### src/cir_pkg.sv
// Package: shared constants, types and CRC function for the chunked image receiver.
package cir_pkg;
  localparam int PAGE_BYTES_DEF = 128;
  localparam int SECTOR_BYTES_DEF = 4096;
  localparam logic [31:0] FLASH_BASE_RST = 32'd4194304;
  localparam logic [31:0] MAGIC_RST = 32'h4788CAFE;
  localparam logic [31:0] MIN_RST = 32'd512;
  localparam logic [31:0] MAX_RST = 32'd4194304;
  localparam logic [15:0] CRC_INIT = 16'hFFFF;
  localparam logic [15:0] CRC_POLY = 16'hA001;

  localparam logic [1:0] REG_BASE = 2'd0;
  localparam logic [1:0] REG_MAGIC = 2'd1;
  localparam logic [1:0] REG_MIN = 2'd2;
  localparam logic [1:0] REG_MAX = 2'd3;

  localparam logic [1:0] K_ERASE = 2'd0;
  localparam logic [1:0] K_WRITE = 2'd1;
  localparam logic [1:0] K_PEND = 2'd2;
  localparam logic [1:0] K_RESP = 2'd3;

  localparam logic [2:0] RC_OK = 3'd0;
  localparam logic [2:0] RC_SIG = 3'd1;
  localparam logic [2:0] RC_ILEN = 3'd2;
  localparam logic [2:0] RC_CLEN = 3'd3;
  localparam logic [2:0] RC_CRC = 3'd4;
  localparam logic [2:0] RC_SUM = 3'd5;
  localparam logic [2:0] RC_OFS = 3'd6;
  localparam logic [2:0] RC_VER = 3'd7;

  typedef struct packed {
    logic [0:0] req_type;
    logic [7:0] rx_byte;
    logic [0:0] verify_ok;
  } in_item_t;

  typedef struct packed {
    logic [1:0]  out_kind;
    logic [31:0] flash_address;
    logic [31:0] write_word;
    logic [7:0]  page_bytes_written;
    logic [2:0]  resp_code;
    logic [15:0] resp_crc;
    logic [0:0]  last;
  } out_item_t;

  // command from controller to datapath
  typedef enum logic [3:0] {
    C_NONE, C_BYTE, C_VERIFY, C_FIN_START, C_ERASE, C_WORD, C_PEND, C_RESP,
    C_TAIL_MAGIC, C_TAIL_SIZE, C_TAIL_SUM
  } cmd_op_t;

  typedef struct packed {
    cmd_op_t    op;
    logic [2:0] code;
    logic       last;
  } cmd_t;

  // status from datapath to controller
  typedef struct packed {
    logic       byte_done;   // last byte handled, flags below valid
    logic       fail;
    logic [2:0] fail_code;
    logic       finish;      // chunk complete, emit pages
    logic       first;
    logic       erase_due;
    logic       word_more;   // another page word remains
    logic       done_img;    // image complete after verify ok
    logic       sum_ok;
  } stat_t;

  function automatic logic [15:0] crc8(input logic [15:0] c, input logic [7:0] b);
    logic [15:0] r;
    r = c ^ {8'd0, b};
    for (int k = 0; k < 8; k++)
      r = r[0] ? ((r >> 1) ^ CRC_POLY) : (r >> 1);
    return r;
  endfunction
endpackage

### src/cir_datapath.sv
// Datapath: field parsing, CRC, sums, page store and result formatting.
module cir_datapath #(
  parameter int PAGE_BYTES = cir_pkg::PAGE_BYTES_DEF,
  parameter int SECTOR_BYTES = cir_pkg::SECTOR_BYTES_DEF
) (
  input  logic             clk,
  input  logic             rst,
  input  logic             cfg_we,
  input  logic [1:0]       cfg_idx,
  input  logic [31:0]      cfg_data,
  input  cir_pkg::in_item_t item,
  input  cir_pkg::cmd_t    cmd,
  output cir_pkg::stat_t   stat,
  output cir_pkg::out_item_t res
);
  import cir_pkg::*;
  localparam int PW = PAGE_BYTES / 4;
  localparam int WIW = $clog2(PW + 1);
  localparam int AW = $clog2(PW);
  localparam int SB = $clog2(SECTOR_BYTES);
  localparam logic [3:0] PH_OFS = 4'd0, PH_LEN = 4'd1, PH_CRC = 4'd2, PH_SIG = 4'd3,
                         PH_SIZE = 4'd4, PH_SUM = 4'd5, PH_DATA = 4'd6;

  logic [31:0] flash_base, image_magic, min_b, max_b;
  logic [3:0]  phase;
  logic [2:0]  fcnt;
  logic [31:0] wsh, chunk_offset, prev_offset, image_size, sum_exp, data_sum;
  logic [31:0] bytes_done, write_address, erased_sector, base, fin_addr;
  logic [15:0] chunk_len, crc_exp, crc_run;
  logic [WIW-1:0] word_index, rd_i, nw;
  logic        first_chunk;
  logic [31:0] page_store [PW];
  logic [31:0] rd_data;

  logic [31:0] sh_n;
  logic [2:0]  fcnt_n;
  logic        full4, full2;
  logic [15:0] crc_n;
  logic [WIW-1:0] wi_n;
  logic [WIW-1:0] nw_len;
  logic [WIW-1:0] rd_next;

  assign sh_n = {item.rx_byte, wsh[31:8]};
  assign fcnt_n = fcnt + 3'd1;
  assign full4 = (fcnt_n == 3'd4);
  assign full2 = (fcnt_n == 3'd2);
  assign crc_n = crc8(crc_run, item.rx_byte);
  assign wi_n = word_index + WIW'(1);
  assign nw_len = (chunk_len[15:2] > 14'(PW)) ? WIW'(PW) : WIW'(chunk_len[15:2]);

  // parse step: combinational flags for one byte
  logic pf; logic [2:0] pcode; logic pfin;
  always_comb begin
    pf = 1'b0; pcode = RC_OK; pfin = 1'b0;
    unique case (phase)
      PH_OFS: if (full4 && (first_chunk ? (sh_n != 0) : (sh_n <= prev_offset))) begin
        pf = 1'b1; pcode = RC_OFS;
      end
      PH_LEN: if (full2 && (first_chunk ? (sh_n[31:16] != 16'(PAGE_BYTES))
                  : (sh_n[31:16] > 16'(PAGE_BYTES) || sh_n[17:16] != 2'd0))) begin
        pf = 1'b1; pcode = RC_CLEN;
      end
      PH_CRC: if (full2 && !first_chunk && chunk_len[15:2] == 14'd0) pfin = 1'b1;
      PH_SIG: if (full4 && sh_n != image_magic) begin pf = 1'b1; pcode = RC_SIG; end
      PH_SIZE: if (full4 && (sh_n < min_b || sh_n > max_b)) begin
        pf = 1'b1; pcode = RC_ILEN;
      end
      PH_SUM: if (full4) begin
        if (sh_n == 0) begin pf = 1'b1; pcode = RC_SUM; end
        else if (nw_len <= WIW'(3)) pfin = 1'b1;
      end
      PH_DATA: if (full4 && (wi_n >= nw_len)) pfin = 1'b1;
      default: ;
    endcase
  end

  logic [31:0] ws_base;
  assign ws_base = write_address - (write_address & 32'(SECTOR_BYTES - 1));

  always_ff @(posedge clk) begin
    if (rst) begin
      flash_base <= FLASH_BASE_RST; image_magic <= MAGIC_RST;
      min_b <= MIN_RST; max_b <= MAX_RST;
      phase <= PH_OFS; fcnt <= '0; wsh <= '0; chunk_offset <= '0; prev_offset <= '0;
      chunk_len <= '0; crc_exp <= '0; crc_run <= CRC_INIT; word_index <= '0;
      image_size <= '0; sum_exp <= '0; data_sum <= '0; bytes_done <= '0;
      write_address <= '0; erased_sector <= '0; first_chunk <= 1'b1;
      stat <= '0; res <= '0; rd_i <= '0; base <= '0; fin_addr <= '0; nw <= '0;
    end else begin
      stat.byte_done <= 1'b0;
      if (cfg_we) begin
        unique case (cfg_idx)
          REG_BASE: flash_base <= cfg_data;
          REG_MAGIC: image_magic <= cfg_data;
          REG_MIN: min_b <= cfg_data;
          REG_MAX: max_b <= cfg_data;
        endcase
      end
      unique case (cmd.op)
        C_BYTE: begin
          stat.byte_done <= 1'b1;
          stat.fail <= pf; stat.fail_code <= pcode; stat.finish <= 1'b0;
          stat.first <= first_chunk;
          if (phase >= PH_SIG) crc_run <= crc_n;
          if (phase == PH_LEN || phase == PH_CRC) fcnt <= full2 ? '0 : fcnt_n;
          else fcnt <= full4 ? '0 : fcnt_n;
          wsh <= sh_n;
          unique case (phase)
            PH_OFS: if (full4) begin chunk_offset <= sh_n; phase <= PH_LEN; end
            PH_LEN: if (full2) begin
              chunk_len <= sh_n[31:16]; prev_offset <= chunk_offset; phase <= PH_CRC;
            end
            PH_CRC: if (full2) begin
              crc_exp <= sh_n[31:16]; crc_run <= CRC_INIT; word_index <= '0;
              phase <= first_chunk ? PH_SIG : PH_DATA;
              if (pfin) begin stat.finish <= 1'b1; stat.fail <= 1'b0; end
            end
            PH_SIG: if (full4) phase <= PH_SIZE;
            PH_SIZE: if (full4) begin image_size <= sh_n; phase <= PH_SUM; end
            PH_SUM: if (full4) begin
              sum_exp <= sh_n; word_index <= WIW'(3); phase <= PH_DATA;
              stat.finish <= pfin;
            end
            PH_DATA: if (full4) begin
              page_store[word_index[AW-1:0]] <= sh_n;
              data_sum <= data_sum + sh_n; word_index <= wi_n;
              stat.finish <= pfin;
            end
            default: ;
          endcase
          // crc compare happens at finish start
        end
        C_FIN_START: begin
          stat.fail <= (crc_run != crc_exp); stat.fail_code <= RC_CRC;
          stat.erase_due <= first_chunk ||
            ({1'b0, write_address} >= {1'b0, erased_sector} + 33'(SECTOR_BYTES));
          nw <= nw_len;
          rd_i <= first_chunk ? WIW'(3) : '0;
          base <= first_chunk ? flash_base + 32'd12 : write_address;
          fin_addr <= first_chunk ? flash_base + 32'd12 : write_address;
          stat.word_more <= first_chunk ? (nw_len > WIW'(3)) : (nw_len != '0);
        end
        C_ERASE: begin
          erased_sector <= first_chunk ?
            {flash_base[31:SB], SB'(0)} : ws_base;
          res <= '{K_ERASE, first_chunk ? {flash_base[31:SB], SB'(0)} : ws_base,
                   32'd0, 8'd0, RC_OK, 16'd0, cmd.last};
        end
        C_WORD: begin
          res <= '{K_WRITE, fin_addr, rd_data, 8'd0, RC_OK, 16'd0, cmd.last};
          fin_addr <= fin_addr + 32'd4;
          rd_i <= rd_i + WIW'(1);
          stat.word_more <= (rd_i + WIW'(1)) < nw;
        end
        C_PEND: begin
          res <= '{K_PEND, base, 32'd0,
                   first_chunk ? ((nw > WIW'(3)) ? 8'(4 * (nw - WIW'(3))) : 8'd0)
                               : 8'(4 * nw),
                   RC_OK, 16'd0, cmd.last};
          phase <= PH_OFS;
        end
        C_VERIFY: begin
          if (first_chunk) begin
            first_chunk <= 1'b0;
            bytes_done <= 32'(PAGE_BYTES - 12);
            write_address <= flash_base + 32'(PAGE_BYTES);
            stat.done_img <= 32'(PAGE_BYTES - 12) >= image_size;
          end else begin
            bytes_done <= ({1'b0, bytes_done} + 33'(PAGE_BYTES) > 33'hFFFFFFFF) ?
              32'hFFFFFFFF : bytes_done + 32'(PAGE_BYTES);
            write_address <= write_address + 32'(PAGE_BYTES);
            stat.done_img <= (({1'b0, bytes_done} + 33'(PAGE_BYTES) > 33'hFFFFFFFF) ?
              32'hFFFFFFFF : bytes_done + 32'(PAGE_BYTES)) >= image_size;
          end
          stat.sum_ok <= (data_sum + sum_exp) == 32'd0;
        end
        C_RESP: res <= '{K_RESP, 32'd0, 32'd0, 8'd0, cmd.code,
                         crc8(crc8(CRC_INIT, {5'd0, cmd.code}), 8'd0), cmd.last};
        C_TAIL_MAGIC: res <= '{K_WRITE, flash_base, image_magic, 8'd0, RC_OK, 16'd0,
                               cmd.last};
        C_TAIL_SIZE: res <= '{K_WRITE, flash_base + 32'd4, image_size, 8'd0, RC_OK,
                              16'd0, cmd.last};
        C_TAIL_SUM: res <= '{K_WRITE, flash_base + 32'd8, 32'd0 - data_sum, 8'd0,
                             RC_OK, 16'd0, cmd.last};
        default: ;
      endcase
    end
  end

  // page store read port, registered
  assign rd_next = (cmd.op == C_WORD) ? rd_i + WIW'(1) : rd_i;

  always_ff @(posedge clk) begin
    rd_data <= page_store[rd_next[AW-1:0]];
  end
endmodule

### config.mk
export PLATFORM = sky130hd
export DESIGN_NAME = cir_datapath
export DESIGN_NICKNAME = d
export VERILOG_FILES = /design/src/cir_pkg.sv /design/src/cir_datapath.sv
export SDC_FILE = /design/constraint.sdc
export NUM_CORES = 2
export LEC_CHECK = 0
export BUFFER_PORTS_ARGS = -buffer_cell sky130_fd_sc_hd__buf_2
export CORE_ASPECT_RATIO = 0.9
export CORE_MARGIN = 3
export CORE_UTILIZATION = 47
export DETAILED_ROUTE_END_ITERATION = 6
export PLACE_DENSITY_LB_ADDON = 0.15
export SLEW_MARGIN = 15
export SYNTH_ARGS = -nofsm -noshare
export SYNTH_HDL_FRONTEND = slang
export SYNTH_SLANG_ARGS = --single-unit
### constraint.sdc
create_clock -name clk -period 4.6 [get_ports clk]
set_input_delay 0.69 -clock clk [delete_from_list [all_inputs] [get_ports clk]]
set_output_delay 0.69 -clock clk [all_outputs]
set_load 0.02 [all_outputs]
# Word-level counts from Yosys, hierarchy flattened
# Memories as Yosys holds them, arrays and structs flattened. A register that Yosys moved wholly into a read port is not among the register bits.
# Index checks and enable logic that the tools add are counted.
# word_totals
register_bits,659
out_inout_bits,105
n_memories,1
mem_bits_rw,1024
# classes
n_bitwise,26
reduce_logical,38
muxes,95
n_lt_le_gt_ge,15
n_eq_ne,34
add_sub_neg,17
# mem_list
memory,words,word_bits,read_ports,rd_ports_with_merged_regs,write_ports,line,source
page_store,32,32,1,1,1,cir_datapath.sv:32,logic [31:0] page_store [PW];
# op_table
op,count
94-bit case mux with 7 select lines,1
16-bit two-way mux,27
32-bit two-way mux,5
32-bit by 8-bit adder with 32-bit output (second input constant),3
2-bit inverter with 3-bit output,24
32-bit by 3-bit adder with 32-bit output (second input constant),2
32-bit adder,2
32-bit by 4-bit adder with 32-bit output (second input constant),2
32-bit logical NOT,2
32-bit case mux with 2 select lines,1
32-bit by 13-bit adder with 33-bit output (second input constant),1
32-bit by 8-bit adder with 33-bit output (second input constant),1
32-bit by 33-bit greater-or-equal comparator with 1-bit output,1
33-bit by 32-bit greater-than comparator with 1-bit output (second input constant),1
32-bit greater-or-equal comparator,1
7-bit by 32-bit greater-or-equal comparator with 1-bit output (first input constant),1
32-bit greater-than comparator,1
32-bit <= comparator,1
32-bit < comparator,1
32-bit inequality test,1
32-bit nonzero test,1
1-bit by 32-bit subtractor with 32-bit output (first input constant),1
32-bit by 12-bit subtractor with 32-bit output,1
4-bit by 3-bit equality test with 1-bit output (second input constant),7
54 further kinds,136

# Longest topological paths before layout
# logic_depth
word_depth,34
depth_mapped,24

# Worst setup path after synthesis
# Ideal clock, no wire load.
# synth_path
path_type,reg2reg
from,reg bytes_done[7]
to,reg stat[1] (netlist bit)
required_time_ns,4.468
synth_period_minus_slack_ns,4.645
arrival_ns,4.513
setup_slack_ns,-0.045
path_buffers,4
setup_time_ns,0.132
path_stages_with_launch,25
cell_sequence,dfxtp_1 > ha_1 > buf_2 > nand4_4 > or4_1 > buf_2 > nor3b_2 > o211a_1 > o22ai_1 > nor4_4 > nor2_2 > buf_2 > buf_1 > nand2_1 > ha_1 > a21o_1 > a21o_1 > a21o_1 > a21o_1 > a21o_1 > a21o_1 > a21o_1 > a21oi_1 > o211a_1 > a21oi_1
# synth_between
elab_chain_cells,5
# synth_lines
item,line,source
start: declaration,cir_datapath.sv:28,"logic [31:0] bytes_done, write_address, erased_sector, base, fin_addr;"
start signal: assignment,cir_datapath.sv:165,bytes_done <= 32'(PAGE_BYTES - 12);
start signal: assignment,cir_datapath.sv:169,"bytes_done <= ({1'b0, bytes_done} + 33'(PAGE_BYTES) > 33'hFFFFFFFF) ?"
32-bit by 8-bit adder with 33-bit output,cir_datapath.sv:172,"stat.done_img <= (({1'b0, bytes_done} + 33'(PAGE_BYTES) > 33'hFFFFFFFF) ?"
33-bit by 32-bit greater-than comparator with 1-bit output,cir_datapath.sv:172,
32-bit two-way mux *,cir_datapath.sv:172,
32-bit greater-or-equal comparator *,cir_datapath.sv:173,32'hFFFFFFFF : bytes_done + 32'(PAGE_BYTES)) >= image_size;
1-bit two-way mux *,cir_datapath.sv:163,if (first_chunk) begin
end: declaration,cir_datapath.sv:13,"output cir_pkg::stat_t stat,"
# Mark *: on every way between the ends. The rest lies on a longest branch, timed or not.
# A chain may end at the register's enable or synchronous reset.

# Worst setup path in the final report
# layout_path
from,reg bytes_done[11]
to,reg stat[1] (netlist bit)
# The elaborated chain is that of the path after synthesis.

==> results.cfg <==
[pwr]
internal_power_mw = 25.1
p_leak_nw = 29.9
powerDensity_mw_per_mm2 = 375
power_frac_comb_pct = 5.0
p_seq_share_pct = 49.7
power.share.clock_pct = 45.3
p_switching_mw = 7.31
sw_frac_of_total_pct = 22.6
vdd_drop_max_uv = 334

[clock_tree]
cts_resized = 0
cts_buffers = 173
cts_hold_buf = 0
cts.htree.levels = 4
insertion_delay_ns = 0.81
cts_tree = yes
clock_sinks = 1679
clock_path_buffers = 3
root_buffer = clkbuf_16
path_clk_slew_ns = 0.06
post-cts-setup-buffers = 0

[synth]
yosysWarnings = 0
ys_seq_elements = 1679
yosysUniqueCellTypes = 93
synthCells = 6437
synth_edf_count = 1024
synth-main-ff-cell = edfxtp_1
synth.largest_area_cell = edfxtp_1
post_synth.cell_area_avg_um2 = 11.8
yosysTopAreaCellShare_pct = 40.4
synth_commonest_cells = 1044 x nand2_1, 1024 x edfxtp_1, 655 x dfxtp_1
synth_area_leaders = edfxtp_1 40%, dfxtp_1 17%, mux4_2 9.5%, nand2_1 5.1%, ha_1 3.9%
syn_area_mm2 = 0.0761
yosysSeqAreaShare_pct = 57.6
synthArstFlopShare_pct = 0
yosysMostFrequentCell = nand2_1

[worst_setup_path]
crit_buf_inv = 1
cp-end-kind = register
ff2ff_path_depth = 18
critPathKind = reg -> reg
crit_required_ns = 5.30
r2r_slack_ns = 0.38
critPathLaunchType = register
arrival_ns = 4.91
cp_cell_sequence = nand4_4 > or4_1 > o21ai_0 > a31oi_1 > o22ai_1 > nor4_4 > nor2_2 > buf_4 > nand2_1 > ha_1 > a21oi_1 > nor2b_1 > o21ai_0 > nand2b_1 > or3_1 > o211ai_1 > o211a_1 > a21oi_1
cp-startpoint = bytes_done[11]
max_stage_delay_ns = 0.67
cp_slowest_cell = or4_1
timing.rr.end = stat[1]
cp_max_fo = 16
crit_family = simple AND/OR/NAND/NOR gates
reg2reg_from = bytes_done[11]

[place]
dp_hpwl_um = 169000
gp_congestion = 0.955
place_area_mm2 = 0.0804
numPortBuffers = 145

[die]
design.die.area_mm2 = 0.167
die_w_um = 430
core_area_mm2 = 0.160
io_pins = 160
fp.dieH_um = 388
core.rowCount = 139
start_util_pct = 47.5

[hold_path]
worstHoldEndpoint = res[0]
hold_path_class = in -> reg
hold_path.startpoint = cmd[0]
hold_depth = 3

[detailed_routing]
dr.pass1.iters = 7
drtIter0Drc = 7773
vias_per_cell = 6.21
drc = 3
ant_nets = 0
wire_per_inst_um = 28.8
drt-total-wl_um = 255000
route.vias.total = 55100

[layout]
drive_gt1_share_pct = 16.7
area_growth_pct = 13.5
fin_nets = 6896
fin_area_mm2 = 0.0864
final_util_pct = 54.0
multiInputGateArea_mm2 = 0.0304
fillerInstances = 13500
regArea_mm2 = 0.0439

[sta]
setup_viol = 0
drv_slew = 0
worst_pin_slew_ns = 1.29
period_needed_ns = 4.22
finalCritPeriodShare_pct = 91.6
fin_tns_setup_ns = 0
rsz0062_at_grt = false
clock_skew_ns = 0.0336
fmax_ghz = 0.237
max_slew_margin_pct = 12.6
hold_violations = 0

[outcome]
violations = design-rule violations
status = finished with violations

[global_route]
grt_pass1_wl_um = 366000
grt_use_total_pct = 30.0
antenna_found_initial = 11
grt_pass1_vias = 51600
grt_max_degree = 81
grt_remaining_overflow = 0

[flow_run]
drv_cap = 0
[cell usage in the layout (no fill, tap or decap), types with 176 or more instances in the layout]
| master | instances |
|---|---|
| o21ai_0 | 178 |
| ha_1 | 240 |
| dfxtp_1 | 634 |
| nor2_1 | 326 |
| clkbuf_16 | 176 |
| mux4_2 | 320 |
| buf_4 | 210 |
| nand2_1 | 1044 |
| edfxtp_1 | 1024 |
| a21oi_1 | 588 |
| inv_1 | 186 |
[power by group through the flow]
stage               clock [mW]  combinational [mW]  sequential, mW
floorplan                    0               0.971            16.4
global placement             0                1.58            16.4
detailed placement           0                1.60            16.4
CTS                       14.9                1.60            16.1
global route              15.5                1.72            16.1
finish                    14.7                1.62            16.1
[cell type report]
cell class	instances	area share [%]
Tap cell	2115	3.06
Clock inverter	79	1.21
Inverter	188	0.817
Sequential cell	1679	50.8
Clock buffer	245	5.71
Multi-Input combinational cell	4177	35.2
Timing Repair Buffer	380	3.25
Antenna cell	3	0.00869
[cells by family (layout without fill, tap and decap cells)]
group           count (synthesis)  in the layout  share of synthesized area [%]
other cells                     1             15                        0.00492
simple gates                 2033           2033                           12.0
buf+inv                       592            892                           3.08
fa+ha+maj                     242            242                           4.00
compound gates               1271           1271                           10.3
xor+xnor                      217            217                           2.50
mux                           402            402                           10.6
flops                        1679           1679                           57.6
[worst max path at each step]
| stage | to | slack [ns] | cells past startpoint |
|---|---|---|---|
| after floorplan | stat[1] | 0.1 | 24 |
| after CTS | stat[1] | 0.36 | 19 |
| after global routing | stat[1] | 0.11 | 19 |
| after detailed placement | stat[1] | 0.39 | 19 |
| after global placement | rd_data[4] | 0.23 | 9 |
| final | stat[1] | 0.38 | 18 |
[state kept, by name, summed over array words and instances, names as in the netlist, 14 cells and up]
name and cells:
write_address 32, fin_addr 32, chunk_offset 32, bytes_done 32, sum_exp 32, data_sum 32, flash_base 32, min_b 32
image_magic 32, erased_sector 20, image_size 32, res 81, prev_offset 32, max_b 32, chunk_len 14, base 32
crc_run 16, wsh 24, rd_data 32, page_store 1024, crc_exp 16
[stage by stage]
step	setup WS, ns	instances	power (mW)	hold WS, ns
after floorplan	0.0963	6448	17.3	0.432
after detailed placement	0.389	8539	18.0	0.443
after CTS	0.357	8863	32.6	0.0843
after global routing	0.113	8863	33.3	0.161
after global placement	0.229	8539	18.0	0.436
final	0.384	8866	32.4	0.137
[worst min-delay path, cell delays in order]
cell	delay, ns
buf_2	0.09
nand2_1	0.05
a21oi_1	0.05
[per-layer routing]
| layer | vias to the layer above | global-route usage (%) | part of all wire [%] |
|---|---|---|---|
| li1 | 24200 | - | - |
| met1 | 27600 | 45.4 | 43 |
| met2 | 2875 | 42.5 | 42 |
| met3 | 411 | 6.69 | 11 |
| met4 | 8 | 10.4 | 3.6 |
| met5 | - | 0 | 0.021 |
(Power assumes the default switching activity.)
